`src/sv/i32alu_pkg.sv`:
```
package i32alu_pkg;

	localparam int unsigned WordW = 32;

	// Operation codes carried in the operation field.
	localparam logic [2:0] OP_ADD = 3'd0;
	localparam logic [2:0] OP_SUB = 3'd1;
	localparam logic [2:0] OP_MUL = 3'd2;
	localparam logic [2:0] OP_DIV = 3'd3;
	localparam logic [2:0] OP_REM = 3'd4;

	typedef struct packed {
		logic [2:0]        operation;
		logic signed [31:0] left_operand;
		logic signed [31:0] right_operand;
	} in_t;

	typedef struct packed {
		logic signed [31:0] result_value;
		logic               result_valid;
	} out_t;

	// Item as it travels down the divider chain.
	typedef struct packed {
		logic [2:0]  op;
		logic        ok;      // result defined
		logic        neg_quo; // quotient must be negated at the end
		logic        neg_rem; // remainder must be negated at the end
		logic [31:0] early;   // add, subtract or multiply result
		logic [31:0] rem;     // partial remainder magnitude
		logic [31:0] quo;     // dividend bits shift out, quotient bits shift in
		logic [31:0] dvs;     // divisor magnitude
	} cell_t;

endpackage

```
`src/sv/i32alu_cell.sv`:
```
module i32alu_cell (
	input  logic               clk,
	input  logic               arst_n,
	input  logic               up_valid,
	output logic               up_ready,
	input  i32alu_pkg::cell_t  up_data,
	output logic               dn_valid,
	input  logic               dn_ready,
	output i32alu_pkg::cell_t  dn_data
);

	logic              valid_q;
	i32alu_pkg::cell_t data_q;
	i32alu_pkg::cell_t nxt;
	logic [31:0]       shifted;
	logic [32:0]       diff;

	// One restoring step: bring down the next dividend bit, try the subtract.
	assign shifted = {up_data.rem[30:0], up_data.quo[31]};
	assign diff    = {1'b0, shifted} - {1'b0, up_data.dvs};

	always_comb begin
		nxt = up_data;
		if (diff[32]) begin
			nxt.rem = shifted;
			nxt.quo = {up_data.quo[30:0], 1'b0};
		end else begin
			nxt.rem = diff[31:0];
			nxt.quo = {up_data.quo[30:0], 1'b1};
		end
	end

	assign up_ready = !valid_q || dn_ready;

	always_ff @(posedge clk or negedge arst_n) begin
		if (!arst_n) begin
			valid_q <= 1'b0;
		end else if (up_ready) begin
			valid_q <= up_valid;
		end
	end

	always_ff @(posedge clk) begin
		if (up_ready && up_valid) begin
			data_q <= nxt;
		end
	end

	assign dn_valid = valid_q;
	assign dn_data  = data_q;

endmodule

```
`config.mk`:
```
export PLATFORM = sky130hd
export DESIGN_NAME = i32alu_cell
export DESIGN_NICKNAME = d
export VERILOG_FILES = /design/src/sv/i32alu_pkg.sv /design/src/sv/i32alu_cell.sv
export SDC_FILE = /design/constraint.sdc
export NUM_CORES = 1
export LEC_CHECK = 0
export BUFFER_PORTS_ARGS = -buffer_cell sky130_fd_sc_hd__clkbuf_2
export CAP_MARGIN = 25
export CORE_MARGIN = 3
export CORE_UTILIZATION = 45
export DETAILED_ROUTE_END_ITERATION = 10
export GPL_TIMING_DRIVEN = 1
export HOLD_SLACK_MARGIN = 0.08
export PLACE_DENSITY = 0.77
export SLEW_MARGIN = 20
export SYNTH_ARGS = -nofsm -noshare
export SYNTH_HDL_FRONTEND = slang
export SYNTH_SLANG_ARGS = --single-unit
```
`constraint.sdc`:
```
create_clock -name clk -period 5.2 [get_ports clk]
set_input_delay 0.26 -clock clk [delete_from_list [all_inputs] [get_ports clk]]
set_output_delay 0.26 -clock clk [all_outputs]
set_load 0.1 [all_outputs]
```
* Word-level counts from Yosys, hierarchy flattened
Index checks and enable logic that the tools add are counted.
** Cells by class
- Add/sub/neg operators :: 1
- Muxes and demuxes :: 1
- Reductions and logical operators :: 3
** Operator list (count)
- $mux 64 :: 1
- $sub 32x32->33 :: 1
- $logic_and 1x1->1 :: 1
- $logic_not 1->1 :: 1
- $logic_or 1x1->1 :: 1
** Word-level totals
- Register bits after elaboration :: 135

* Longest topological paths before layout
- Depth in word-level cells :: 3
- Gate-level depth with buffers :: 13

* Worst setup path before layout
No wires, ideal clock.
- Kind :: flip-flop to flip-flop
- Start point :: register valid_q (netlist: dn_valid)
- End point :: register data_q, in the netlist dn_data[0] (enable)
- Setup slack :: -0.157 ns
- Library setup time :: 0.508 ns
- Data required time :: 4.692 ns
- Period minus slack after synthesis :: 5.357 ns
- Stages on the path, launching flop included :: 3
- Path buffers :: 0
- Data arrival time :: 4.849 ns
- Cell sequence :: dfrtp_1 nand2b_1 and2_1
** Between the ends
- Cells in the longest elaborated chain, start to end :: 3
** Ends and longest elaborated chain
- start: declaration :: line i32alu_cell.sv:12 : logic valid_q;
- start signal: assignment :: line i32alu_cell.sv:39 : valid_q <= up_valid;
- $logic_not 1->1 :: line i32alu_cell.sv:33 : assign up_ready = !valid_q || dn_ready;
- $logic_or 1x1->1 :: line i32alu_cell.sv:33
- net up_ready :: line i32alu_cell.sv:5 : output logic up_ready,
- $logic_and 1x1->1 :: line i32alu_cell.sv:44 : if (up_ready && up_valid) begin
- end signal: assignment :: line i32alu_cell.sv:45 : data_q <= nxt;
- end: declaration :: line i32alu_cell.sv:13 : i32alu_pkg::cell_t data_q;
The timed path passes the listed nets, and every way through them passes these cells.
A chain may end at the register's enable or synchronous reset.

==> results.ini <==
[run_status]
status=finished clean

[place]
place.detailed.hpwl_um=13800
numPortBuffers=272
globalplace.congestion=0.895
placed_cell_area_um2=7830

[worst_hold_path]
worstHoldEndpoint=dn_data[1]$_DFFE_PP_
hp-class=in2reg
hold_start=up_data[1]
min_path_cells=1

[routing]
routedWlPerCell_um=20.0
firstDrtPassIters=6
drtIter0Drc=433
top_layer=met4
wl_met2_um=11300
vias_per_cell=5.26
wl_um=21400
vias=5609
drc=0
ant_nets=0
wl_met1_um=7750
dr_wl_met3_um=1650

[sta]
fmax_mhz=263
fin_crit_ps=3800
setup_viol=0
drv_slew=0
rsz0062_at_grt=false
hold_viol=0
worstMarginPinSlew_ps=946
timing.final.crit_share_pct=73.1
skew_ps=5.24
relSlewSlack_pct=36.7
fin_setup_tns_ps=0

[pwr]
power.density_nw_per_um2=382
p_leak_nw=4.28
peakVddDrop_v=0.000191

[cts]
cts_resized=0
cts_hold_buf=102
cts.path.max_buffers=2
path_clk_slew_ps=60
cts_buffers=17
cts_tree=yes
post_cts_buffers=0
cts.root.buffer_cell=clkbuf_16
clk-insertion-delay-late_ps=410
clock-sinks=135
cts_max_level=4

[final_layout]
drive_gt1_share_pct=37.0
nNetsFinal=1042
n_fill_cell=887
multi_input_area_um2=2030
postLayoutCoreUtil_pct=70.5
final_cell_area_um2=9520
area_delta_synth_final_pct=49.7
regArea_um2=4050

[synthesis]
yosysTopAreaCell=edfxtp_1
avgSynthCellArea_um2=13.1
yosys_warnings=0
synth_flop_cell=edfxtp_1
ys_seq_elements=135
syn_nets=658
synth_edf_count=134
synth_area_um2=6360
synth_area_leaders=edfxtp_1 (63%), ha_1 (6.3%), nand2_1 (3.1%)
ys_seq_area_share_pct=63.7
async_flop_share_pct=0.741
synth_top_area_share_pct=63.3
netlist_instances=487
yosysUniqueCellTypes=55

[setup_path]
cp_slowest_cell=a211oi_4
cpPeakStageDelay_ps=840
critPathMaxFanout=39
timing.rr.end=dn_data[114]$_DFFE_PP_
cp_cell_sequence=dlygate4sd3_1, clkbuf_2, ha_1, fa_1, nand2b_1, a21o_1, a21o_2, o21bai_4, a31oi_4, o311ai_4, a211oi_4, buf_4, o21ai_0
end_kind=flop
r2r-start=dn_valid$_DFFE_PN0N_
r2r_setup_slack_ps=3310
start_kind=primary input
setup.worst_path.class=in2reg
required_ps=5340
arrival_ps=3940
r2r_cells=4

[global_route]
grt_usage_pct=26.7
grt_pass1_vias=5746
grt.overflow.total=0
antenna_found_initial=4
grt_pass1_wl_um=32400
grt_max_degree=84

[flow_run]
cap_violations=0

[die]
initial_utilization_pct=47.1
fp.dieW_um=125
core_area_um2=13500
io_pins=274
dieArea_um2=15600
row_count=42
die_h_um=125

==> worst max path at each step <==
stage	from	end	slack, ps
6_report	up_data[0]	dn_data[93]$_DFFE_PP_	1400
5_1_grt	up_data[6]	dn_data[93]$_DFFE_PP_	1140
4_1_cts	up_data[9]	dn_data[69]$_DFFE_PP_	1470
3_5_place_dp	up_data[9]	dn_data[69]$_DFFE_PP_	1590
3_3_place_gp	up_data[9]	dn_data[88]$_DFFE_PP_	1670
2_1_floorplan	dn_valid$_DFFE_PN0N_	dn_data[0]$_DFFE_PP_	1280
==> flip-flops by register name, summed over array words and instances, names as in the netlist <==
| signal | cells |
|---|---|
| dn_data | 134 |
| dn_valid | 1 |
==> placed cells by master, fill, tap and decap left out, drive strengths merged, types with 4 or more instances in the layout <==
cell | netlist | routed
xor2 | 15 | 15
dlygate4sd3 | 0 | 102
inv | 40 | 42
bufinv | 0 | 4
a21o | 13 | 13
nor2b | 4 | 4
nor2 | 14 | 14
a211oi | 4 | 4
diode | 0 | 6
a31oi | 4 | 4
xnor2 | 13 | 13
nand3 | 10 | 10
a31o | 4 | 4
ha | 32 | 32
o21ai | 50 | 50
and2 | 5 | 5
o211ai | 4 | 4
and3 | 7 | 7
clkbuf | 3 | 292
buf | 9 | 4
a21oi | 33 | 33
nand2 | 53 | 53
edfxtp | 134 | 134
nand2b | 6 | 6
==> power by group <==
part           switching (mW)  leakage [nW]  internal, mW
Clock                   0.467         0.297         0.816
Sequential             0.0267          1.29          1.29
Combinational           0.780          2.70         0.252
Total                    1.27          4.28          2.36
==> logic make-up (layout without fill, tap and decap cells) <==
| kind of cell | after synthesis | count (layout) | synth area share (%) |
|---|---|---|---|
| muxes | 1 | 1 | 0.177 |
| AOI/OAI and AO/OA | 128 | 128 | 13.0 |
| xor gates and xnor gates | 28 | 28 | 3.86 |
| buffers and inverters | 53 | 450 | 4.43 |
| other | 0 | 6 | 0 |
| adders and majority gates | 33 | 33 | 6.61 |
| and+or+nand+nor | 109 | 109 | 8.28 |
| DFF | 135 | 135 | 63.7 |
==> metrics by stage <==
step	total power, mW	cells	hold WS (ps)	worst slack (ps)
2_1_floorplan	2.11	487	-35.6	1280
3_3_place_gp	2.26	925	35.5	1670
3_5_place_dp	2.28	925	40.7	1590
4_1_cts	3.60	1059	90.3	1470
5_1_grt	3.76	1065	119	1140
6_report	3.64	1066	118	1400
==> cells in the mapped netlist (2+ instances only) <==
cell and n:
nand2_1 53, xor2_1 15, o21ai_1 11, o211ai_1 4, inv_1 40, a31o_2 4
and3_2 5, nor2b_1 4, o21ai_0 39, o21a_1 2, nand2b_1 6, ha_1 32
edfxtp_1 134, and2_1 4, a31oi_1 3, nand3_1 10, nor2_1 14, a21o_2 2
a211o_1 2, a21o_1 11, a211oi_1 3, xnor2_1 13, nand4_1 2, nor3_1 2
and3_1 2, buf_6 8, a21oi_1 33, o31ai_1 2
==> critical path: cells and delay by family <==
family | cells | cell delay (ps)
fa+ha+maj | 2 | 450
buf+inv | 3 | 1180
compound gates | 7 | 1870
simple gates | 1 | 150
==> layer usage <==
metal | up-vias | GRT usage (%)
li1 | 2577 | -
met1 | 2652 | 30.9
met2 | 329 | 47.5
met3 | 51 | 7.80
met4 | 0 | 9.25
met5 | - | 0
==> final cells by class <==
class                   count  area share, %
diodes                      6          0.158
clock buffers              20           4.69
clock inverters            12           1.84
inverters                  40           1.58
multi-input cells         299           21.3
flip-flops and latches    135           42.5
well taps                 176           2.31
repair buffers            378           25.6
Power figures use the tool's default switching activity.
