[src/sv/i32alu_pkg.sv]
package i32alu_pkg;

	localparam int unsigned WordW = 32;

	// Operation codes carried in the operation field.
	localparam logic [2:0] OP_ADD = 3'd0;
	localparam logic [2:0] OP_SUB = 3'd1;
	localparam logic [2:0] OP_MUL = 3'd2;
	localparam logic [2:0] OP_DIV = 3'd3;
	localparam logic [2:0] OP_REM = 3'd4;

	typedef struct packed {
		logic [2:0]        operation;
		logic signed [31:0] left_operand;
		logic signed [31:0] right_operand;
	} in_t;

	typedef struct packed {
		logic signed [31:0] result_value;
		logic               result_valid;
	} out_t;

	// Item as it travels down the divider chain.
	typedef struct packed {
		logic [2:0]  op;
		logic        ok;      // result defined
		logic        neg_quo; // quotient must be negated at the end
		logic        neg_rem; // remainder must be negated at the end
		logic [31:0] early;   // add, subtract or multiply result
		logic [31:0] rem;     // partial remainder magnitude
		logic [31:0] quo;     // dividend bits shift out, quotient bits shift in
		logic [31:0] dvs;     // divisor magnitude
	} cell_t;

endpackage

[src/sv/i32alu_prep.sv]
module i32alu_prep (
	input  logic               clk,
	input  logic               arst_n,
	input  logic               up_valid,
	output logic               up_ready,
	input  i32alu_pkg::in_t    up_data,
	output logic               dn_valid,
	input  logic               dn_ready,
	output i32alu_pkg::cell_t  dn_data
);

	logic              valid_s1;
	i32alu_pkg::cell_t data_s1;
	i32alu_pkg::cell_t nxt;
	logic [31:0]       a_u;
	logic [31:0]       b_u;
	logic [31:0]       mul_lo;

	assign a_u    = up_data.left_operand;
	assign b_u    = up_data.right_operand;
	assign mul_lo = a_u * b_u;

	always_comb begin
		nxt         = '0;
		nxt.op      = up_data.operation;
		nxt.neg_quo = a_u[31] ^ b_u[31];
		nxt.neg_rem = a_u[31];
		nxt.rem     = '0;
		nxt.quo     = a_u[31] ? (~a_u + 32'd1) : a_u;
		nxt.dvs     = b_u[31] ? (~b_u + 32'd1) : b_u;
		case (up_data.operation)
			i32alu_pkg::OP_ADD: begin
				nxt.early = a_u + b_u;
				nxt.ok    = 1'b1;
			end
			i32alu_pkg::OP_SUB: begin
				nxt.early = a_u - b_u;
				nxt.ok    = 1'b1;
			end
			i32alu_pkg::OP_MUL: begin
				nxt.early = mul_lo;
				nxt.ok    = 1'b1;
			end
			i32alu_pkg::OP_DIV,
			i32alu_pkg::OP_REM: begin
				nxt.ok = (b_u != 32'd0);
			end
			default: begin
				nxt.ok = 1'b0;
			end
		endcase
	end

	assign up_ready = !valid_s1 || dn_ready;

	always_ff @(posedge clk or negedge arst_n) begin
		if (!arst_n) begin
			valid_s1 <= 1'b0;
		end else if (up_ready) begin
			valid_s1 <= up_valid;
		end
	end

	always_ff @(posedge clk) begin
		if (up_ready && up_valid) begin
			data_s1 <= nxt;
		end
	end

	assign dn_valid = valid_s1;
	assign dn_data  = data_s1;

endmodule

[config.mk]
export PLATFORM = sky130hd
export DESIGN_NAME = i32alu_prep
export DESIGN_NICKNAME = d
export VERILOG_FILES = /design/src/sv/i32alu_pkg.sv /design/src/sv/i32alu_prep.sv
export SDC_FILE = /design/constraint.sdc
export NUM_CORES = 1
export LEC_CHECK = 0
export BUFFER_PORTS_ARGS = -buffer_cell sky130_fd_sc_hd__buf_2
export CORE_ASPECT_RATIO = 0.75
export CORE_MARGIN = 1.5
export CORE_UTILIZATION = 23
export CTS_BUF_LIST = sky130_fd_sc_hd__clkbuf_8
export DETAILED_ROUTE_END_ITERATION = 8
export PLACE_DENSITY = 0.37
export SYNTH_ARGS = -nofsm -noshare
export SYNTH_HDL_FRONTEND = slang
export SYNTH_SLANG_ARGS = --single-unit
[constraint.sdc]
create_clock -name clk -period 3.73 [get_ports clk]
set_input_delay 0.373 -clock clk [delete_from_list [all_inputs] [get_ports clk]]
set_output_delay 0.373 -clock clk [all_outputs]
set_load 0.005 [all_outputs]
# Word-level counts from Yosys, hierarchy flattened
# Index checks and enable logic that the tools add are counted.
[totals] out_inout_bits=136 reg_bits=103 elab_cells=33
[classes] n_reduce_logical=7 bitwise=3 eq_ne=4 n_mul=1 add_sub_neg=4 n_mux=4
[op_table] operator="32-bit case mux with 3 select lines" n=1
[op_table] operator="32-bit by 1-bit adder with 32-bit output (second input constant)" n=2
[op_table] operator="32-bit inverter" n=2
[op_table] operator="31-bit 2-to-1 mux" n=2
[op_table] operator="32-bit adder" n=1
[op_table] operator="32-bit by 32-bit multiplier with 32-bit output" n=1
[op_table] operator="32-bit nonzero test" n=1
[op_table] operator="32-bit subtractor" n=1
[op_table] operator="3-bit by 2-bit == test with 1-bit output (second input constant)" n=2
[op_table] operator="3-bit by 1-bit == test with 1-bit output (second input constant)" n=1
[op_table] operator="3-bit == test (second input constant)" n=1
[op_table] operator="3-bit logical NOT" n=1
[op_table] operator="3-bit OR reduction" n=1
[op_table] operator="1-bit case mux with 2 select lines" n=1
[op_table] operator="2-bit OR reduction" n=1
[op_table] operator="1-bit logical AND" n=1
[op_table] operator="1-bit logical NOT" n=1
[op_table] operator="1-bit logical OR" n=1
[op_table] operator="1-bit bitwise XOR" n=1

# Longest topological paths before layout
# Gate-level depths: netlist of the first run.
[logic_depth] ltp_word=3 mapped_depth=27 mapped_depth_nobuf=25

# Least setup slack after synthesis of the first run
# Ideal clock, no wire load.
[synth_path] path_type="input -> register" start="input up_data[8] in the netlist's numbering" end="register data_s1 (netlist bit dn_data[127]) (data pin)" slack_ns=-3.657 t_required_ns=3.459 setup_time_ns=0.271 t_arrival_ns=7.116 path_stages=26 cell_sequence="clkbuf_1 > buf_1 > nand2_1 > fa_1 > inv_1 > fa_1 > fa_1 > inv_1 > fa_1 > inv_1 > fa_1 > inv_1 > fa_1 > inv_1 > fa_1 > fa_1 > ha_1 > and3_1 > a31oi_1 > o21ai_0 > nor2b_1 > or2_2 > o41ai_1 > o221ai_1 > xnor2_1 > o22ai_1"
[synth_lines] element="from (decl)" line="i32alu_prep.sv:6" rtl="input i32alu_pkg::in_t up_data,"
[synth_lines] element="to (signal assigned)" line="i32alu_prep.sv:66" rtl="data_s1 <= nxt;"
[synth_lines] element="to (decl)" line="i32alu_prep.sv:13" rtl="i32alu_pkg::cell_t data_s1;"

==> results.sh, run 1 <==
export IMPL_status="complete, but fails checks"
export IMPL_violations="setup timing"
export IMPL_setup_viol=26
export IMPL_fin_crit_sh=1.80
export IMPL_htreeDepth=3
export IMPL_hold_path_end="dn_valid"
export IMPL_drive_gt1_frac=0.301
export IMPL_track_usage=0.191
export IMPL_rsz0062_at_grt="yes"
export IMPL_fin_util=0.308
export IMPL_slew_limit_headroom=0.377
export IMPL_reg2regPathDepth=3
export IMPL_rows=99
export IMPL_die_area_mm2=0.100
export IMPL_cts_tree="built"
export IMPL_ff2ff_setup_slack_ns=1.97
export IMPL_wirelength_mm=95.6
export IMPL_drt_pass1_iterations=5
export IMPL_finalWorstSetupSlack_ns=-2.99
export IMPL_layout_commonest_cell="buf_4"
export IMPL_final_cell_mix="buf_4 (419), fa_1 (368), inv_1 (365)"
export IMPL_synth_distinct_cells=61
export IMPL_worstSetupEndpointType="flop"
export IMPL_min_from="up_valid"
export IMPL_synth_edf_count=102
export IMPL_worst_slew_pin_slew_ns=0.930
export IMPL_wl_per_cell_um=22.5
export IMPL_nets=3559
export IMPL_area_growth_synth_to_final_pct=32.6
export IMPL_synthFlopType="edfxtp_1"
export IMPL_grt_max_degree=46
export IMPL_arrival_ns=6.89
export IMPL_overflow=0
export IMPL_place_ws_ns=-3.82
export IMPL_pin_count=207
export IMPL_gp_congestion=0.907
export IMPL_seq_area_mm2=0.00309
export IMPL_hp_class="in2reg"
export IMPL_met1_usage=0.299
export IMPL_clock_sinks=103
export IMPL_worst_setup_path_start_kind="input port"
export IMPL_cts_root_buf="clkbuf_8"
export IMPL_r2r_end="dn_data[113]"
export IMPL_port_buffers=174
export IMPL_cts_buffers=9
export IMPL_fmax_ghz=0.149
export IMPL_ant_nets=0
export IMPL_avgSynthCellArea_um2=9.40
export IMPL_synth_async_reset_ratio=0.00971
export IMPL_cts_clk_slew_worst_paths_ns=0.13
export IMPL_syn_area_mm2=0.0226
export IMPL_hold_depth=2
export IMPL_ys_seq_elements=103
export IMPL_final_max_slew_viol_count=0
export IMPL_yosysWarnings=0
export IMPL_clockBufferDepth=2
export IMPL_drc_errors=0
export IMPL_clk_latency_ns=0.44
export IMPL_hold_ws_ns=0.148
export IMPL_grt_first_pass_wirelength_mm=137
export IMPL_rr_startpoint="dn_valid"
export IMPL_grt_busiest_layer="met1"
export IMPL_fill_cells=10300
export IMPL_hold_viol_final=0
export IMPL_dieHeight_um=274
export IMPL_drtIter0Drc=1620
export IMPL_skew_ns=0.0180
export IMPL_syn_inst=2405
export IMPL_first_global_vias=19400
export IMPL_grtUsageMet2=0.267
export IMPL_tns_ns=-61.02
export IMPL_vias_per_cell=4.38
export IMPL_num_vias=18600
export IMPL_critPathKind="in2reg"
export IMPL_min_period_ns=6.72
export IMPL_crit_required_ns=3.90
export IMPL_maxCapViolCount=0
export IMPL_antenna_found_initial=19
export IMPL_core_area_mm2=0.0974
export IMPL_ys_seq_area_frac=0.137
export IMPL_floorplan_initialDensity=0.232
export IMPL_dp_hpwl_mm=81.0
export IMPL_crit_fanout=8
export IMPL_die_w_um=365
export IMPL_use_met3=0.0396
export IMPL_multi_input_area_mm2=0.0185
## cell families (layout without fill, tap and decap cells)
logic type                 count (synthesis)  count (layout)  synth area share
AOI/OAI and AO/OA                        234             234            0.0685
xor gates and xnor gates                 197             197            0.0764
adders and majority gates                566             566             0.449
buffers and inverters                    565            1054            0.0992
DFF                                      103             103             0.137
muxes                                      1               1          0.000443
other                                      1              37          0.000166
and+or+nand+nor                          738             738             0.169
## synth_stat cells, types with 21 or more instances
master    count  area (µm²)
fa_1        409        8190
ha_1        157        1960
o22ai_1      23         144
xor2_1       63         552
a21oi_1      49         245
xnor2_1     134        1170
inv_1       389        1460
buf_4        32         240
clkbuf_1    139         522
and2_1      310        1940
a21o_1       25         188
nand2_1     283        1060
edfxtp_1    102        3060
o31ai_1      21         158
o21ai_0      48         240
nor2_1       38         143
## critical path, stage by stage
cell	delay [ns]
buf_8	0.10
buf_6	0.13
buf_8	0.11
buf_4	0.13
and2_1	0.14
fa_1	0.50
inv_2	0.05
fa_1	0.55
fa_2	0.50
fa_1	0.52
inv_1	0.05
fa_1	0.49
fa_1	0.44
fa_1	0.52
fa_1	0.60
ha_4	0.22
nand4_1	0.20
buf_4	0.17
nor3_2	0.04
a211o_1	0.23
a31o_4	0.24
a21o_1	0.17
a21oi_2	0.13
xor2_1	0.20
o22ai_1	0.09
## through the flow
stage / std cells / instance area [µm²]
after floorplan: 2436 / 23400
after global placement: 4183 / 28200
after detailed placement: 4183 / 28200
after CTS: 4229 / 29500
after global routing: 4238 / 29900
final: 4243 / 30000
## flip-flops by register name (all words and copies together) (netlist names)
register / count
dn_valid: 1
dn_data: 102
## repair_timing
item | 4_1_cts | 5_1_grt
setup endpoints to repair | 31 | 32
buffers inserted | 33 | 8
gates cloned | 0 | 1
pin swaps | 118 | 80
resized for setup | 227 | 87
hold buffers | 1 | 0
hold endpoints to repair | 1 | 0
## worst max-delay path by stage
stage,startpoint,slack (ns),end
final,up_data[4],-2.99,dn_data[124]
after global routing,up_data[48],-3.15,dn_data[124]
after CTS,up_data[4],-2.99,dn_data[124]
after detailed placement,up_data[45],-3.82,dn_data[126]
after global placement,up_data[45],-3.79,dn_data[126]
after floorplan,up_data[7],-3.23,dn_data[127]
## area by class of cell
cell class / count / area share
Timing Repair Buffer: 651 / 0.168
Multi-Input combinational cell: 1768 / 0.618
Tap cell: 1313 / 0.0548
Inverter: 389 / 0.0487
Sequential cell: 103 / 0.103
Clock inverter: 5 / 0.00276
Clock buffer: 9 / 0.00413
Antenna cell: 5 / 0.000418
## routing by layer
| metal | share of wire | wire length, µm |
|---|---|---|
| met1 | 0.49 | 47200 |
| met2 | 0.40 | 38200 |
| met3 | 0.093 | 8900 |
| met4 | 0.013 | 1210 |
| met5 | 0.00063 | 60 |
Power of run 1 is not shown: default switching activity piles up to over one toggle a cycle in this logic, so the estimate is an artifact.
==> inputs of run 2 (changes only) <==
--- a/config.mk
+++ b/config.mk
@@ -6,12 +6,15 @@
 export NUM_CORES = 1
 export LEC_CHECK = 0
 export BUFFER_PORTS_ARGS = -buffer_cell sky130_fd_sc_hd__buf_2
+export CELL_PAD_IN_SITES_DETAIL_PLACEMENT = 1
+export CELL_PAD_IN_SITES_GLOBAL_PLACEMENT = 2
 export CORE_ASPECT_RATIO = 0.75
 export CORE_MARGIN = 1.5
 export CORE_UTILIZATION = 23
 export CTS_BUF_LIST = sky130_fd_sc_hd__clkbuf_8
 export DETAILED_ROUTE_END_ITERATION = 8
-export PLACE_DENSITY = 0.37
+export HOLD_SLACK_MARGIN = 0.12
+export PLACE_DENSITY = 0.52
 export SYNTH_ARGS = -nofsm -noshare
 export SYNTH_HDL_FRONTEND = slang
 export SYNTH_SLANG_ARGS = --single-unit
==> results.sh, run 2 (synthesis gave the netlist of run 1 again) <==
export IMPL_die_area_mm2=0.100
export IMPL_grt_first_pass_wirelength_mm=146
export IMPL_drt_pass1_iterations=5
export IMPL_first_global_vias=21000
export IMPL_die_w_um=365
export IMPL_final_cell_mix="buf_4 (429), fa_1 (367), inv_1 (364)"
export IMPL_port_buffers=174
export IMPL_fin_crit_sh=1.79
export IMPL_core_area_mm2=0.0974
export IMPL_worst_path_most_repeated_cell="fa_1"
export IMPL_nets=3604
export IMPL_hp_class="in2async"
export IMPL_tns_ns=-60.16
export IMPL_skew_ns=0.0239
export IMPL_cts_clk_slew_worst_paths_ns=0.14
export IMPL_placed_cells=4202
export IMPL_min_period_ns=6.69
export IMPL_status="complete, but fails checks"
export IMPL_instances_no_fill=4289
export IMPL_gp_congestion=0.868
export IMPL_finalWorstSetupSlack_ns=-2.96
export IMPL_maxCapViolCount=0
export IMPL_fmax_ghz=0.149
export IMPL_worstSetupEndpointType="flop"
export IMPL_largest_reg_flops=102
export IMPL_cts_buffers=9
export IMPL_area_growth_synth_to_final_pct=35.9
export IMPL_clock_sinks=103
export IMPL_dp_hpwl_mm=85.5
export IMPL_track_usage=0.203
export IMPL_setup_viol=26
export IMPL_vias_per_cell=4.33
export IMPL_cp_cell_sequence="buf_12, buf_8, and2_4, fa_1, inv_1, fa_1, fa_2, fa_1, inv_2, fa_1, fa_1, fa_1, fa_1, ha_4, and3_4, buf_6, nand4_1, a2111oi_4, buf_4, o41ai_4, buf_4, o21bai_1, xnor2_1, o22ai_1"
export IMPL_worst_slew_pin_slew_ns=0.928
export IMPL_hold_viol_final=0
export IMPL_crit_required_ns=3.92
export IMPL_drtIter0Drc=974
export IMPL_slew_limit_headroom=0.382
export IMPL_wl_per_cell_um=23.3
export IMPL_drive_gt1_frac=0.321
export IMPL_cts_tree="built"
export IMPL_ant_nets=0
export IMPL_layout_commonest_cell="buf_4"
export IMPL_rsz0062_at_grt="yes"
export IMPL_path_delay_family="adder cells"
export IMPL_clk_latency_ns=0.48
export IMPL_arrival_ns=6.89
export IMPL_pin_count=207
export IMPL_dieHeight_um=274
export IMPL_cp_slowest_stage_delay_ns=0.57
export IMPL_floorplan_initialDensity=0.232
export IMPL_rows=99
export IMPL_wirelength_mm=100
export IMPL_crit_fanout=5
export IMPL_final_max_slew_viol_count=0
export IMPL_place_ws_ns=-4.12
export IMPL_grt_max_degree=71
export IMPL_slowest_stage="fa_1"
export IMPL_htreeDepth=3
export IMPL_overflow=0
export IMPL_drc_errors=0
export IMPL_antenna_found_initial=7
export IMPL_num_vias=18600
export IMPL_critPathKind="in2reg"
export IMPL_clockBufferDepth=2
export IMPL_cts_root_buf="clkbuf_8"
export IMPL_violations="setup timing"
export IMPL_worst_setup_path_start_kind="input port"
export IMPL_critPathBufInv=7
## run 2: changes by cell type in the layout (fill, tap and decap cells not counted), sizes merged
cell / before / now
bufinv: 2 / 0
diode: 5 / 4
inv: 391 / 393
buf: 647 / 691
dlygate4sd3: 1 / 2
clkinv: 1 / 3
## run 2: final cells by class
| type | instances | area [µm²] |
|---|---|---|
| Sequential cell | 103 | 3090 |
| Clock buffer | 9 | 124 |
| Fill cell | 11300 | 66600 |
| Multi-Input combinational cell | 1768 | 18700 |
| Inverter | 389 | 1460 |
| Timing Repair Buffer | 696 | 5650 |
| Tap cell | 1313 | 1640 |
| Clock inverter | 7 | 70.1 |
| Antenna cell | 4 | 10.0 |
## run 2: path summary, 6_finish.rpt
| kind | start | endpoint | slack [ns] | cells after the start |
|---|---|---|---|---|
| setup / recovery | up_data[3] | dn_data[125] | -2.96 | 24 |
| hold / removal | arst_n | dn_valid | 0.17 | 2 |
| setup reg to reg | dn_valid | dn_data[46] | 1.88 | 3 |
| hold reg to reg | dn_valid | dn_valid | 0.55 | 2 |
| max in group asynchronous | arst_n | dn_valid | 3.48 | 2 |
| min in group clk | dn_ready | dn_valid | 0.18 | 3 |
## run 2: worst reg2reg max path, delay by kind of cell, from the launching register on
kind | cells | cell delay, ns
buffers and inverters | 1 | 0.39
DFF | 1 | 0.40
and+or+nand+nor | 2 | 0.57
## run 2: routing by layer
layer	part of all wire	vias up	GRT usage	routed length (µm)
met3	0.042	69	0.0253	4230
met2	0.45	346	0.320	44900
li1	-	8505	-	-
met4	0.023	0	0.0436	2290
met1	0.49	9667	0.294	48700
met5	0	-	0	0
## run 2: metrics by stage
step	hold slack [ns]	utilization	area [µm²]
2_1_floorplan	0.0774	-	23400
3_3_place_gp	0.147	0.291	28400
3_5_place_dp	0.148	0.291	28400
4_1_cts	0.125	0.309	30100
5_1_grt	0.153	0.315	30700
6_report	0.168	0.316	30700
## run 2: repair_timing
item	CTS	global route
pin swaps	154	67
setup endpoints to repair	31	31
resized for setup	278	105
hold buffers	2	0
hold endpoints to repair	2	0
buffers inserted	44	25
gates cloned	0	3
Power of run 2 is left out for the same reason.
