[config.mk]
export PLATFORM = sky130hd
export DESIGN_NAME = i32alu_post
export DESIGN_NICKNAME = d
export VERILOG_FILES = /design/src/sv/i32alu_pkg.sv /design/src/sv/i32alu_post.sv
export SDC_FILE = /design/constraint.sdc
export NUM_CORES = 1
export LEC_CHECK = 0
export BUFFER_PORTS_ARGS = -buffer_cell sky130_fd_sc_hd__buf_2
export CELL_PAD_IN_SITES_DETAIL_PLACEMENT = 0
export CELL_PAD_IN_SITES_GLOBAL_PLACEMENT = 1
export CORE_ASPECT_RATIO = 2
export CORE_MARGIN = 5
export CORE_UTILIZATION = 31
export DETAILED_ROUTE_END_ITERATION = 16
export GPL_TIMING_DRIVEN = 0
export MAX_ROUTING_LAYER = met4
export PLACE_DENSITY = 0.81
export SLEW_MARGIN = 20
export SYNTH_ARGS = -nofsm -noshare
export SYNTH_HDL_FRONTEND = slang
export SYNTH_SLANG_ARGS = --single-unit
[constraint.sdc]
create_clock -name clk -period 2.4 [get_ports clk]
set_clock_uncertainty 0.2 [all_clocks]
set_input_delay 0.48 -clock clk [delete_from_list [all_inputs] [get_ports clk]]
set_output_delay 0.48 -clock clk [all_outputs]
set_load 0.01 [all_outputs]
[src/sv/i32alu_pkg.sv]
package i32alu_pkg;

	localparam int unsigned WordW = 32;

	// Operation codes carried in the operation field.
	localparam logic [2:0] OP_ADD = 3'd0;
	localparam logic [2:0] OP_SUB = 3'd1;
	localparam logic [2:0] OP_MUL = 3'd2;
	localparam logic [2:0] OP_DIV = 3'd3;
	localparam logic [2:0] OP_REM = 3'd4;

	typedef struct packed {
		logic [2:0]        operation;
		logic signed [31:0] left_operand;
		logic signed [31:0] right_operand;
	} in_t;

	typedef struct packed {
		logic signed [31:0] result_value;
		logic               result_valid;
	} out_t;

	// Item as it travels down the divider chain.
	typedef struct packed {
		logic [2:0]  op;
		logic        ok;      // result defined
		logic        neg_quo; // quotient must be negated at the end
		logic        neg_rem; // remainder must be negated at the end
		logic [31:0] early;   // add, subtract or multiply result
		logic [31:0] rem;     // partial remainder magnitude
		logic [31:0] quo;     // dividend bits shift out, quotient bits shift in
		logic [31:0] dvs;     // divisor magnitude
	} cell_t;

endpackage

[src/sv/i32alu_post.sv]
module i32alu_post (
	input  logic               clk,
	input  logic               arst_n,
	input  logic               up_valid,
	output logic               up_ready,
	input  i32alu_pkg::cell_t  up_data,
	output logic               dn_valid,
	input  logic               dn_ready,
	output i32alu_pkg::out_t   dn_data
);

	logic             valid_q;
	i32alu_pkg::out_t data_q;
	i32alu_pkg::out_t nxt;
	logic [31:0]      quo_s;
	logic [31:0]      rem_s;
	logic [31:0]      sel;

	assign quo_s = up_data.neg_quo ? (~up_data.quo + 32'd1) : up_data.quo;
	assign rem_s = up_data.neg_rem ? (~up_data.rem + 32'd1) : up_data.rem;

	always_comb begin
		case (up_data.op)
			i32alu_pkg::OP_DIV: sel = quo_s;
			i32alu_pkg::OP_REM: sel = rem_s;
			default:            sel = up_data.early;
		endcase
		nxt.result_valid = up_data.ok;
		nxt.result_value = up_data.ok ? sel : 32'd0;
	end

	assign up_ready = !valid_q || dn_ready;

	always_ff @(posedge clk or negedge arst_n) begin
		if (!arst_n) begin
			valid_q <= 1'b0;
		end else if (up_ready) begin
			valid_q <= up_valid;
		end
	end

	always_ff @(posedge clk) begin
		if (up_ready && up_valid) begin
			data_q <= nxt;
		end
	end

	assign dn_valid = valid_q;
	assign dn_data  = data_q;

endmodule
Yosys cells after proc, flatten, opt, wreduce, memory -nomap -nowiden
Cells that the tools add are included.
Widths: inputs -> output; s select.
{"block": "op_classes", "muxes": 3, "add_sub_neg": 2, "reduce_logical": 3, "eq_ne": 2, "bitwise": 2}
{"cell": "$add 32x1->32 const B", "count": 2}
{"cell": "$mux 32", "count": 2}
{"cell": "$not 32->32", "count": 2}
{"cell": "$pmux 32 s2", "count": 1}
{"cell": "$eq 3x2->1 const B", "count": 1}
{"cell": "$eq 3x3->1 const B", "count": 1}
{"cell": "$logic_and 1x1->1", "count": 1}
{"cell": "$logic_not 1->1", "count": 1}
{"cell": "$logic_or 1x1->1", "count": 1}
{"block": "totals", "input_bits": 138, "ff_bits": 34, "output_inout_bits": 35, "word_cells": 15}

Longest topological paths before layout
Gate-level depths: netlist of the first run.
{"block": "logic_depth", "ltp_word": 4, "depth_mapped": 8}

Worst setup path after synthesis of the first run
No wires, ideal clock.
{"block": "synth_path", "path_type": "input to register", "from": "input port up_data[89] (netlist bit)", "to": "register data_q (netlist bit dn_data[31]), data pin", "stages": 6, "setup_time_ps": 261, "setup_slack_ps": -389, "arrival_time_ps": 2328, "cell_sequence": "or4_4 -> or4_4 -> or4_1 -> nand2_1 -> nor4_1 -> a221o_1"}
{"block": "synth_between", "elab_chain_len": 4}
{"element": "from (decl)", "line": "i32alu_post.sv:6", "source": "input i32alu_pkg::cell_t up_data,"}
{"element": "$not 32->32", "line": "i32alu_post.sv:20", "source": "assign rem_s = up_data.neg_rem ? (~up_data.rem + 32'd1) : up_data.rem;"}
{"element": "$add 32x1->32", "line": "i32alu_post.sv:20"}
{"element": "$mux 32", "line": "i32alu_post.sv:20"}
{"element": "$pmux 32 s2", "line": "i32alu_post.sv:23", "source": "case (up_data.op)"}
{"element": "to (signal assigned)", "line": "i32alu_post.sv:44", "source": "data_q <= nxt;"}
{"element": "to (decl)", "line": "i32alu_post.sv:13", "source": "i32alu_pkg::out_t data_q;"}
No other way between the ends.
A chain may end at the register's enable or synchronous reset.

Worst setup path in the final report of the first run
Same ends and word-level chain as after synthesis.

==> results_dict.tcl, run 1 <==
set metrics [dict create \
    die_w_um 80.22 \
    async_flop_share 0.02941 \
    vias 3502 \
    cpMostUsedCell "or4_4" \
    p_seq_frac 0.370 \
    p_switching_mw 0.5832 \
    initial_core_util 0.3151 \
    r2r_cells 2 \
    synthesis.area_per_instance_um2 8.684 \
    crit_chain "buf_6 > or4_4 > or4_4 > or4_4 > nand2_4 > nor4_2 > a221o_1" \
    worstHoldPathCells 2 \
    holdPathEnd "dn_valid" \
    die_height_um 150.4 \
    place_hpwl_um 10520 \
    startpoint_type "input port" \
    track_usage 0.2111 \
    synth_top_area_cell "edfxtp_1" \
    drv_slew 0 \
    fin_area_um2 4662 \
    synth-edff-count 33 \
    core_um2 9699 \
    critPathRequiredTime_ns 2.22 \
    drive_gt1_frac 0.4384 \
    worst-path-buf-inv 1 \
    fin_ws_ns -0.2617 \
    p_leak_nw 1.822 \
    antenna_found_initial 1 \
    maxCapViolations 0 \
    drt-initial-drc-count 228 \
    criticalPathCategory "in -> reg" \
    rows 51 \
    cp.arrival_ns 2.49 \
    crit_cells 7 \
    reg2reg_from "dn_valid" \
    p_int_mw 1.342 \
    grt_pass1_vias 3477 \
    port_buffers 139 \
    nets 651 \
    synthDominantCellAreaShare 0.3242 \
    wirelength_um 12920 \
    setup_violations 8 \
    syn_nets 492 \
    htreeDepth 2 \
    clock_latency_ns 0.27 \
    fin_cells 644 \
    drc_errors 0 \
    wl_per_cell_um 20.07 \
    ios 173 \
    critPathMaxFanout 3 \
    synthCells 352 \
    fin_crit_ns 2.662 \
    area_growth_pct 52.52 \
    synth_ff_type "edfxtp_1" \
    ys_seq_elements 34 \
    swShare 0.3029 \
    power_density_nw_per_um2 413.0 \
    clock.fmax_mhz 375.7 \
    viasPerCell 5.438 \
    final.setup.tns_ns -1.006 \
    status "finished, violations left" \
    dpl-instance-area_um2 3939 \
    drtPass1Iterations 7 \
    critical-path-top-delay-family "simple AND/OR/NAND/NOR gates" \
    ys_warn_count 0 \
    relSlewSlack 0.5205 \
    post-place-ws_ns -0.8478 \
    clockBufferDepth 2 \
    grt_overflow 0 \
    gp_congestion 0.8951 \
    multiInputGateArea_um2 2392 \
    peakVddDrop_uv 329.8 \
    tightest_slew_ns 0.7193 \
    syn_area_um2 3057 \
    synth_most_common_cell "xnor2_1" \
    synthTopCellsByCount "xnor2_1, nand2_1, edfxtp_1" \
    slowest_stage "or4_4" \
    grt_first_pass_wirelength_um 18490 \
    hold_path_class "in -> reg" \
    die_area_um2 12070 \
    slowest_delay_ns 0.54 \
    dp.cells 623 \
    fillers 1012 \
    clock-sinks 34 \
    pwr-share-clk 0.307 \
    clkTransAtPathRegs_ns 0.05 \
    min_from "up_valid" \
    yosys.cell_types.count 43 \
    crit_start "up_data[89]" \
    timing.final.hold_violations 0 \
    reg2reg_slack_ns 0.72 \
    rsz0062_at_grt "yes" \
    synth_seq_area_share 0.3324 \
    cts_tree "done" \
    cts_buffers 5 \
    crit_path_end_kind "register" \
    r2r_end "dn_data[11]" \
    finalPower_mw 1.926 \
    root_buffer "clkbuf_16" \
    postRouteAntennaNets 0 \
    finalCritPeriodShare 1.109 \
    yosys-top-cells-area "edfxtp_1, xnor2_1, o41ai_1, nand2_1, o31ai_1" \
    grt_max_degree 34 \
    combPwrFrac 0.323 \
    violations "negative setup slack" \
    ff_latch_area_um2 1016 \
]
[sequential cells by signal (all words and copies together) (netlist names)]
name	count
dn_data	33
dn_valid	1
[routing by layer]
metal,global-route usage,share of wire,vias to the layer above
li1,-,-,1683
met1,0.2098,0.34,1627
met2,0.3879,0.56,145
met3,0.01737,0.050,47
met4,0.1277,0.053,0
met5,-,0,-
[per-stage QoR]
step | utilization | hold slack (ns)
after global placement | 0.4060 | 0.05499
after floorplan | - | -0.01559
after CTS | 0.4418 | 0.2318
after global routing | 0.4807 | 0.2323
after detailed placement | 0.4061 | 0.05997
final | 0.4807 | 0.2243
[how the worst max path moves through the flow]
stage               slack, ns           to
finish                  -0.26  dn_data[31]
detailed placement      -0.85  dn_data[28]
global placement        -0.90  dn_data[28]
global route            -0.29  dn_data[31]
CTS                     -0.24  dn_data[31]
floorplan               -0.37  dn_data[31]
[cell usage in the layout, fill, tap and decap left out, types with 6 or more instances in the layout]
master    count
o41ai_2       6
a21oi_1      23
nand2_1      37
buf_2       135
clkbuf_1     13
edfxtp_1     33
xnor2_1      47
inv_1         6
o31ai_1      11
xor2_1        8
o41ai_1       7
nor2_1       26
o21ai_0      12
o41ai_4       6
a22oi_1      15
buf_4        13
a222oi_1      7
[repair_timing]
| action | CTS | global route |
|---|---|---|
| hold endpoints to repair | 1 | 0 |
| gates resized for setup | 27 | 64 |
| buffers inserted | 6 | 7 |
| pin swaps | 3 | 19 |
| hold buffers | 1 | 0 |
| endpoints found under the setup margin | 22 | 20 |
[cell families after synthesis]
family	after synthesis	share of synthesized area
AND/OR/NAND/NOR	121	0.2006
AO/OA/AOI/OAI	108	0.2522
XOR/XNOR	57	0.1633
flip-flops	34	0.3324
buffers and inverters	27	0.03356
multiplexers	3	0.009824
adder cells (fa/ha/maj)	2	0.008185
[area by class of cell]
type,count,share of cell area
well taps,132,0.03543
diodes,1,0.0005368
repair buffers,153,0.1814
inverters,8,0.006441
clock inverters,2,0.002147
clock buffers,5,0.02684
plain buffers,18,0.01610
multi-input cells,291,0.5132
flip-flops and latches,34,0.2179
[power groups by stage]
stage / clock network (mW) / logic, mW / registers [mW]
after floorplan: 0 / 0.266 / 0.746
after global placement: 0 / 0.539 / 0.724
after detailed placement: 0 / 0.542 / 0.724
after CTS: 0.604 / 0.569 / 0.713
after global routing: 0.624 / 0.670 / 0.715
final: 0.591 / 0.622 / 0.712
(Power assumes the default switching activity.)
==> inputs of run 2 (changes only) <==
- CORE_UTILIZATION: 31 -> 32
- CTS_BUF_LIST: not set -> sky130_fd_sc_hd__clkbuf_2
- HOLD_SLACK_MARGIN: not set -> 0.15
- PLACE_DENSITY: 0.81 -> 0.84
- SLEW_MARGIN: 20 -> not set
==> results_dict.tcl, run 2 (synthesis gave the netlist of run 1 again) <==
set metrics [dict create \
    criticalPathCategory "in -> reg" \
    antenna_found_initial 1 \
    finalCritPeriodShare 1.065 \
    root_buffer "clkbuf_2" \
    ff_latch_area_um2 1016 \
    clkTransAtPathRegs_ns 0.15 \
    relSlewSlack 0.5170 \
    fin_ws_ns -0.1566 \
    maxCapViolations 0 \
    timing.final.hold_violations 0 \
    clockBufferDepth 2 \
    htreeDepth 2 \
    rsz0062_at_grt "yes" \
    power_density_nw_per_um2 363.2 \
    final.setup.tns_ns -0.4466 \
    clock_latency_ns 0.36 \
    peakVddDrop_uv 143.3 \
    clock-sinks 34 \
    critPathRequiredTime_ns 2.34 \
    multiInputGateArea_um2 2171 \
    grt_first_pass_wirelength_um 18420 \
    grt_overflow 0 \
    die_height_um 148.2 \
    track_usage 0.2122 \
    post-place-ws_ns -0.8738 \
    area_growth_pct 39.21 \
    status "finished, violations left" \
    startpoint_type "input port" \
    drv_slew 0 \
    gp_congestion 0.9012 \
    final_cell_mix "buf_2, xnor2_1, nand2_1" \
    fillers 966 \
    final_common_cell "buf_2" \
    core_um2 9384 \
    clock.fmax_mhz 391.2 \
    wirelength_um 12590 \
    p_leak_nw 1.624 \
    die_area_um2 11730 \
    postRouteAntennaNets 0 \
    rows 50 \
    violations "negative setup slack" \
    viasPerCell 5.708 \
    largest_register_ffs 33 \
    wl_per_cell_um 20.53 \
    grt_max_degree 34 \
    initial_core_util 0.3257 \
    finalPower_mw 1.545 \
    vias 3499 \
    cts_tree "done" \
    place_hpwl_um 10400 \
    ios 173 \
    hold_path_class "in -> async" \
    tightest_slew_ns 0.7218 \
    cp.arrival_ns 2.50 \
    die_w_um 79.11 \
    setup_violations 5 \
    nets 647 \
    finish.utilization 0.4535 \
    drive_gt1_frac 0.3839 \
    grt_pass1_vias 3474 \
    crit_path_end_kind "register" \
    port_buffers 139 \
    drt-initial-drc-count 290 \
    critPathMaxFanout 3 \
    drc_errors 0 \
    cts_buffers 5 \
    drtPass1Iterations 6 \
    fin_crit_ns 2.557 \
]
## run 2: timing repair
item,CTS,global route
hold endpoints to repair,3,0
setup endpoints to repair,17,15
hold buffers,3,0
setup buffers,6,1
pin swaps,4,4
gates resized for setup,20,21
## run 2: worst paths after layout
| kind | startpoint | endpoint | slack, ns | depth (start not counted) |
|---|---|---|---|---|
| max in group asynchronous | arst_n | dn_valid | 1.73 | 2 |
| worst min register to register | dn_valid | dn_valid | 0.34 | 2 |
| min in group clk | dn_ready | dn_valid | 0.20 | 3 |
| worst max-delay path | up_data[89] | dn_data[31] | -0.16 | 7 |
| worst min-delay path | arst_n | dn_valid | 0.19 | 2 |
| worst max register to register | dn_valid | dn_data[21] | 0.70 | 2 |
## run 2: final cells by class
cell class | count | share of cell area
Clock buffer | 6 | 0.007057
Sequential cell | 34 | 0.2388
Inverter | 8 | 0.007057
Buffer | 18 | 0.01647
Timing Repair Buffer | 149 | 0.1873
Multi-Input combinational cell | 291 | 0.5101
Clock inverter | 2 | 0.002058
Antenna cell | 1 | 0.0005881
Tap cell | 104 | 0.03058
## run 2: worst max-delay path: stages
cell	delay, ns
buf_6	0.09
or4_4	0.53
or4_4	0.46
or4_4	0.54
nand2_4	0.09
nor4_2	0.04
a221o_1	0.26
## run 2: power by group
group / leakage, nW / switching, mW / internal [mW]
Clock: 0.0304 / 0.180 / 0.0715
Combinational: 1.26 / 0.337 / 0.248
Sequential: 0.335 / 0.00856 / 0.700
Total: 1.62 / 0.525 / 1.02
## run 2: per-layer routing
layer  routed length, um  track usage  part of all wire
met5                   0            -                 0
met4                 436      0.09208             0.035
met3                 539     0.009091             0.043
met2                7120       0.4122              0.57
met1                4489       0.2128              0.36
## run 2: metrics by stage
| step | cells | hold WS (ns) | cell area, um2 |
|---|---|---|---|
| global route | 613 | 0.1829 | 4255 |
| floorplan | 352 | -0.01559 | 3077 |
| finish | 613 | 0.1866 | 4255 |
| CTS | 612 | 0.1745 | 4133 |
| detailed placement | 595 | 0.05586 | 3902 |
| global placement | 595 | 0.05571 | 3902 |
==> inputs of run 3 (changes only) <==
- ABC_AREA: not set -> 1
==> results_dict.tcl, run 3 <==
set metrics [dict create \
    status "complete, no violations" \
    cts_tree "done" \
    p_int_mw 1.003 \
    synthSimpleGateAreaFrac 0.4992 \
    grt_busiest_layer "met2" \
    final_cell_mix "nand2_1, buf_2, nor2_1" \
    fin_crit_ns 2.270 \
    cts_buffers 5 \
    area_growth_pct 25.67 \
    wirelength_um 15690 \
    dp.cells 950 \
    grt_util_met3 0.01490 \
    fin_cells 963 \
    cp.arrival_ns 2.21 \
    reg2reg_from "dn_valid" \
    synth_seq_area_share 0.2636 \
    synthTopCellsByCount "nand2_1, nor2_1, inv_1" \
    synthesis.area_per_instance_um2 5.797 \
    initial_core_util 0.3275 \
    multiInputGateArea_um2 2416 \
    clock.fmax_mhz 440.6 \
    post-place-ws_ns 0.04087 \
    p_switching_mw 0.6260 \
    synth_top_family_by_area "simple AND/OR/NAND/NOR gates" \
    port_buffers 139 \
    finalCritPeriodShare 0.9456 \
    track_usage 0.2218 \
    clock-sinks 34 \
    syn_nets 805 \
    grt_overflow 0 \
    final_common_cell "nand2_1" \
    ff_latch_area_um2 1016 \
    root_buffer "clkbuf_2" \
    wl_per_cell_um 16.29 \
    synth_ff_type "edfxtp_1" \
    combPwrFrac 0.384 \
    synth_most_common_cell "nand2_1" \
    criticalPathCategory "in -> reg" \
    swShare 0.3842 \
    synthXorXnorAreaFrac 0.002272 \
    p_seq_frac 0.437 \
    ios 173 \
    globalRouteMet2Util 0.4299 \
    tightest_slew_ns 0.5696 \
    die_height_um 165.2 \
    clockBufferDepth 2 \
    synth-edff-count 33 \
    critPathRequiredTime_ns 2.34 \
    p_leak_nw 2.518 \
    viasPerCell 4.923 \
    crit_path_end_kind "register" \
    largest_register_ffs 33 \
    postRouteAntennaNets 0 \
    fin_ws_ns 0.1305 \
    finalPower_mw 1.629 \
    grtUsageMet1 0.2148 \
    yosys-top-cells-area "edfxtp_1, nand2_1, nand3_1, nor2_1, inv_1" \
    yosys.cell_types.count 33 \
    htreeDepth 2 \
    synthDominantCellAreaShare 0.2571 \
    die_w_um 87.61 \
    hold_path_class "in -> async" \
    vias 4741 \
    rsz0062_at_grt "no" \
    setup_violations 0 \
    drc_errors 0 \
    grt_max_degree 28 \
    synth_top_area_cell "edfxtp_1" \
    synth_compound_area_frac 0.1159 \
    drtPass1Iterations 7 \
    ys_seq_elements 34 \
    syn_area_um2 3855 \
    fillers 1387 \
    die_area_um2 14470 \
    clkTransAtPathRegs_ns 0.16 \
    power_density_nw_per_um2 336.3 \
    clock_latency_ns 0.38 \
    critPathMaxFanout 10 \
    antenna_found_initial 1 \
    gp_congestion 0.9507 \
    synthMuxAreaShare 0 \
    startpoint_type "input port" \
    peakVddDrop_uv 197.1 \
    timing.final.hold_violations 0 \
    drive_gt1_frac 0.2546 \
    drt-initial-drc-count 252 \
    crit_start "up_data[130]" \
    grt_pass1_vias 4646 \
    rows 56 \
    drv_slew 0 \
    place_hpwl_um 13480 \
    synthAdderAreaFrac 0.006491 \
    synthCells 665 \
    ys_warn_count 0 \
    grt_first_pass_wirelength_um 23340 \
    async_flop_share 0.02941 \
    maxCapViolations 0 \
    nets 956 \
    core_um2 11770 \
    relSlewSlack 0.6203 \
    pwr-share-clk 0.179 \
]
run 3: cell types whose count changed after synthesis, moves of 13 or more:
| cell | delta |
|---|---|
| nor2_2 | +13 |
| buf_2 | +13 |
| a22oi_1 | -16 |
| o21ai_0 | +28 |
| nor2_1 | +77 |
| o41ai_1 | -19 |
| clkbuf_1 | -15 |
| nand2_1 | +163 |
| nand3_1 | +76 |
| inv_1 | +73 |
| xnor2_1 | -49 |
| o31ai_1 | -17 |
run 3: area by class of cell:
class	instances	share of cell area
inverter	89	0.06896
sequential	34	0.2097
antenna	1	0.0005165
buffer	19	0.02066
tap	145	0.03745
clock buffer	7	0.007231
clock inverter	1	0.0007748
timing repair buffer	144	0.1560
multi-input combinational	523	0.4987
run 3: power by group through the flow:
stage               sequential [mW]  clock (mW)  combinational (mW)
floorplan                     0.745           0               0.324
global placement              0.726           0               0.610
detailed placement            0.726           0               0.620
CTS                           0.712       0.295               0.628
global route                  0.714       0.311               0.698
finish                        0.712       0.292               0.626
run 3: per-stage QoR:
step / hold slack, ns / TNS (ns) / utilization / area (um2)
floorplan: -0.01559 / 0 / - / 3859
global placement: 0.05604 / -10.91 / 0.4023 / 4736
detailed placement: 0.05943 / 0 / 0.4047 / 4763
CTS: 0.1515 / 0 / 0.4114 / 4842
global route: 0.1564 / 0 / 0.4116 / 4845
finish: 0.1691 / 0 / 0.4116 / 4845
run 3: kinds of logic (layout without fill, tap and decap cells):
| group | count (synthesis) | count (layout) |
|---|---|---|
| and+or+nand+nor | 438 | 438 |
| buffers and inverters | 108 | 260 |
| AOI/OAI and AO/OA | 82 | 82 |
| DFF | 34 | 34 |
| adders and majority gates | 2 | 2 |
| xor gates and xnor gates | 1 | 1 |
| other | 0 | 1 |
run 3: what timing repair did:
action / 4_1_cts / 5_1_grt
setup buffers: 0 / 0
endpoints found under the hold margin: 3 / 0
gates resized for setup: 0 / 0
hold buffers: 4 / 0
run 3: path summary, 6_finish.rpt:
| kind | end | slack, ns | cells after the start |
|---|---|---|---|
| worst min-delay path | dn_valid | 0.17 | 2 |
| worst max register to register | dn_data[11] | 0.92 | 2 |
| min in group clk | dn_data[2] | 0.21 | 5 |
| worst min register to register | dn_data[25] | 0.52 | 1 |
| max in group asynchronous | dn_valid | 1.75 | 2 |
| worst max-delay path | dn_data[25] | 0.13 | 6 |
run 3: per-layer routing:
metal | up-vias | wire length, um
met4 | 0 | 726
met3 | 37 | 674
met5 | - | 0
met2 | 153 | 8799
met1 | 2105 | 5491
li1 | 2446 | -
run 3: critical path: stages:
cell and delay (ns):
dlygate4sd3_1 0.53, buf_2 0.13, clkbuf_1 0.20, inv_1 0.26
clkbuf_1 0.49, nor2_1 0.12
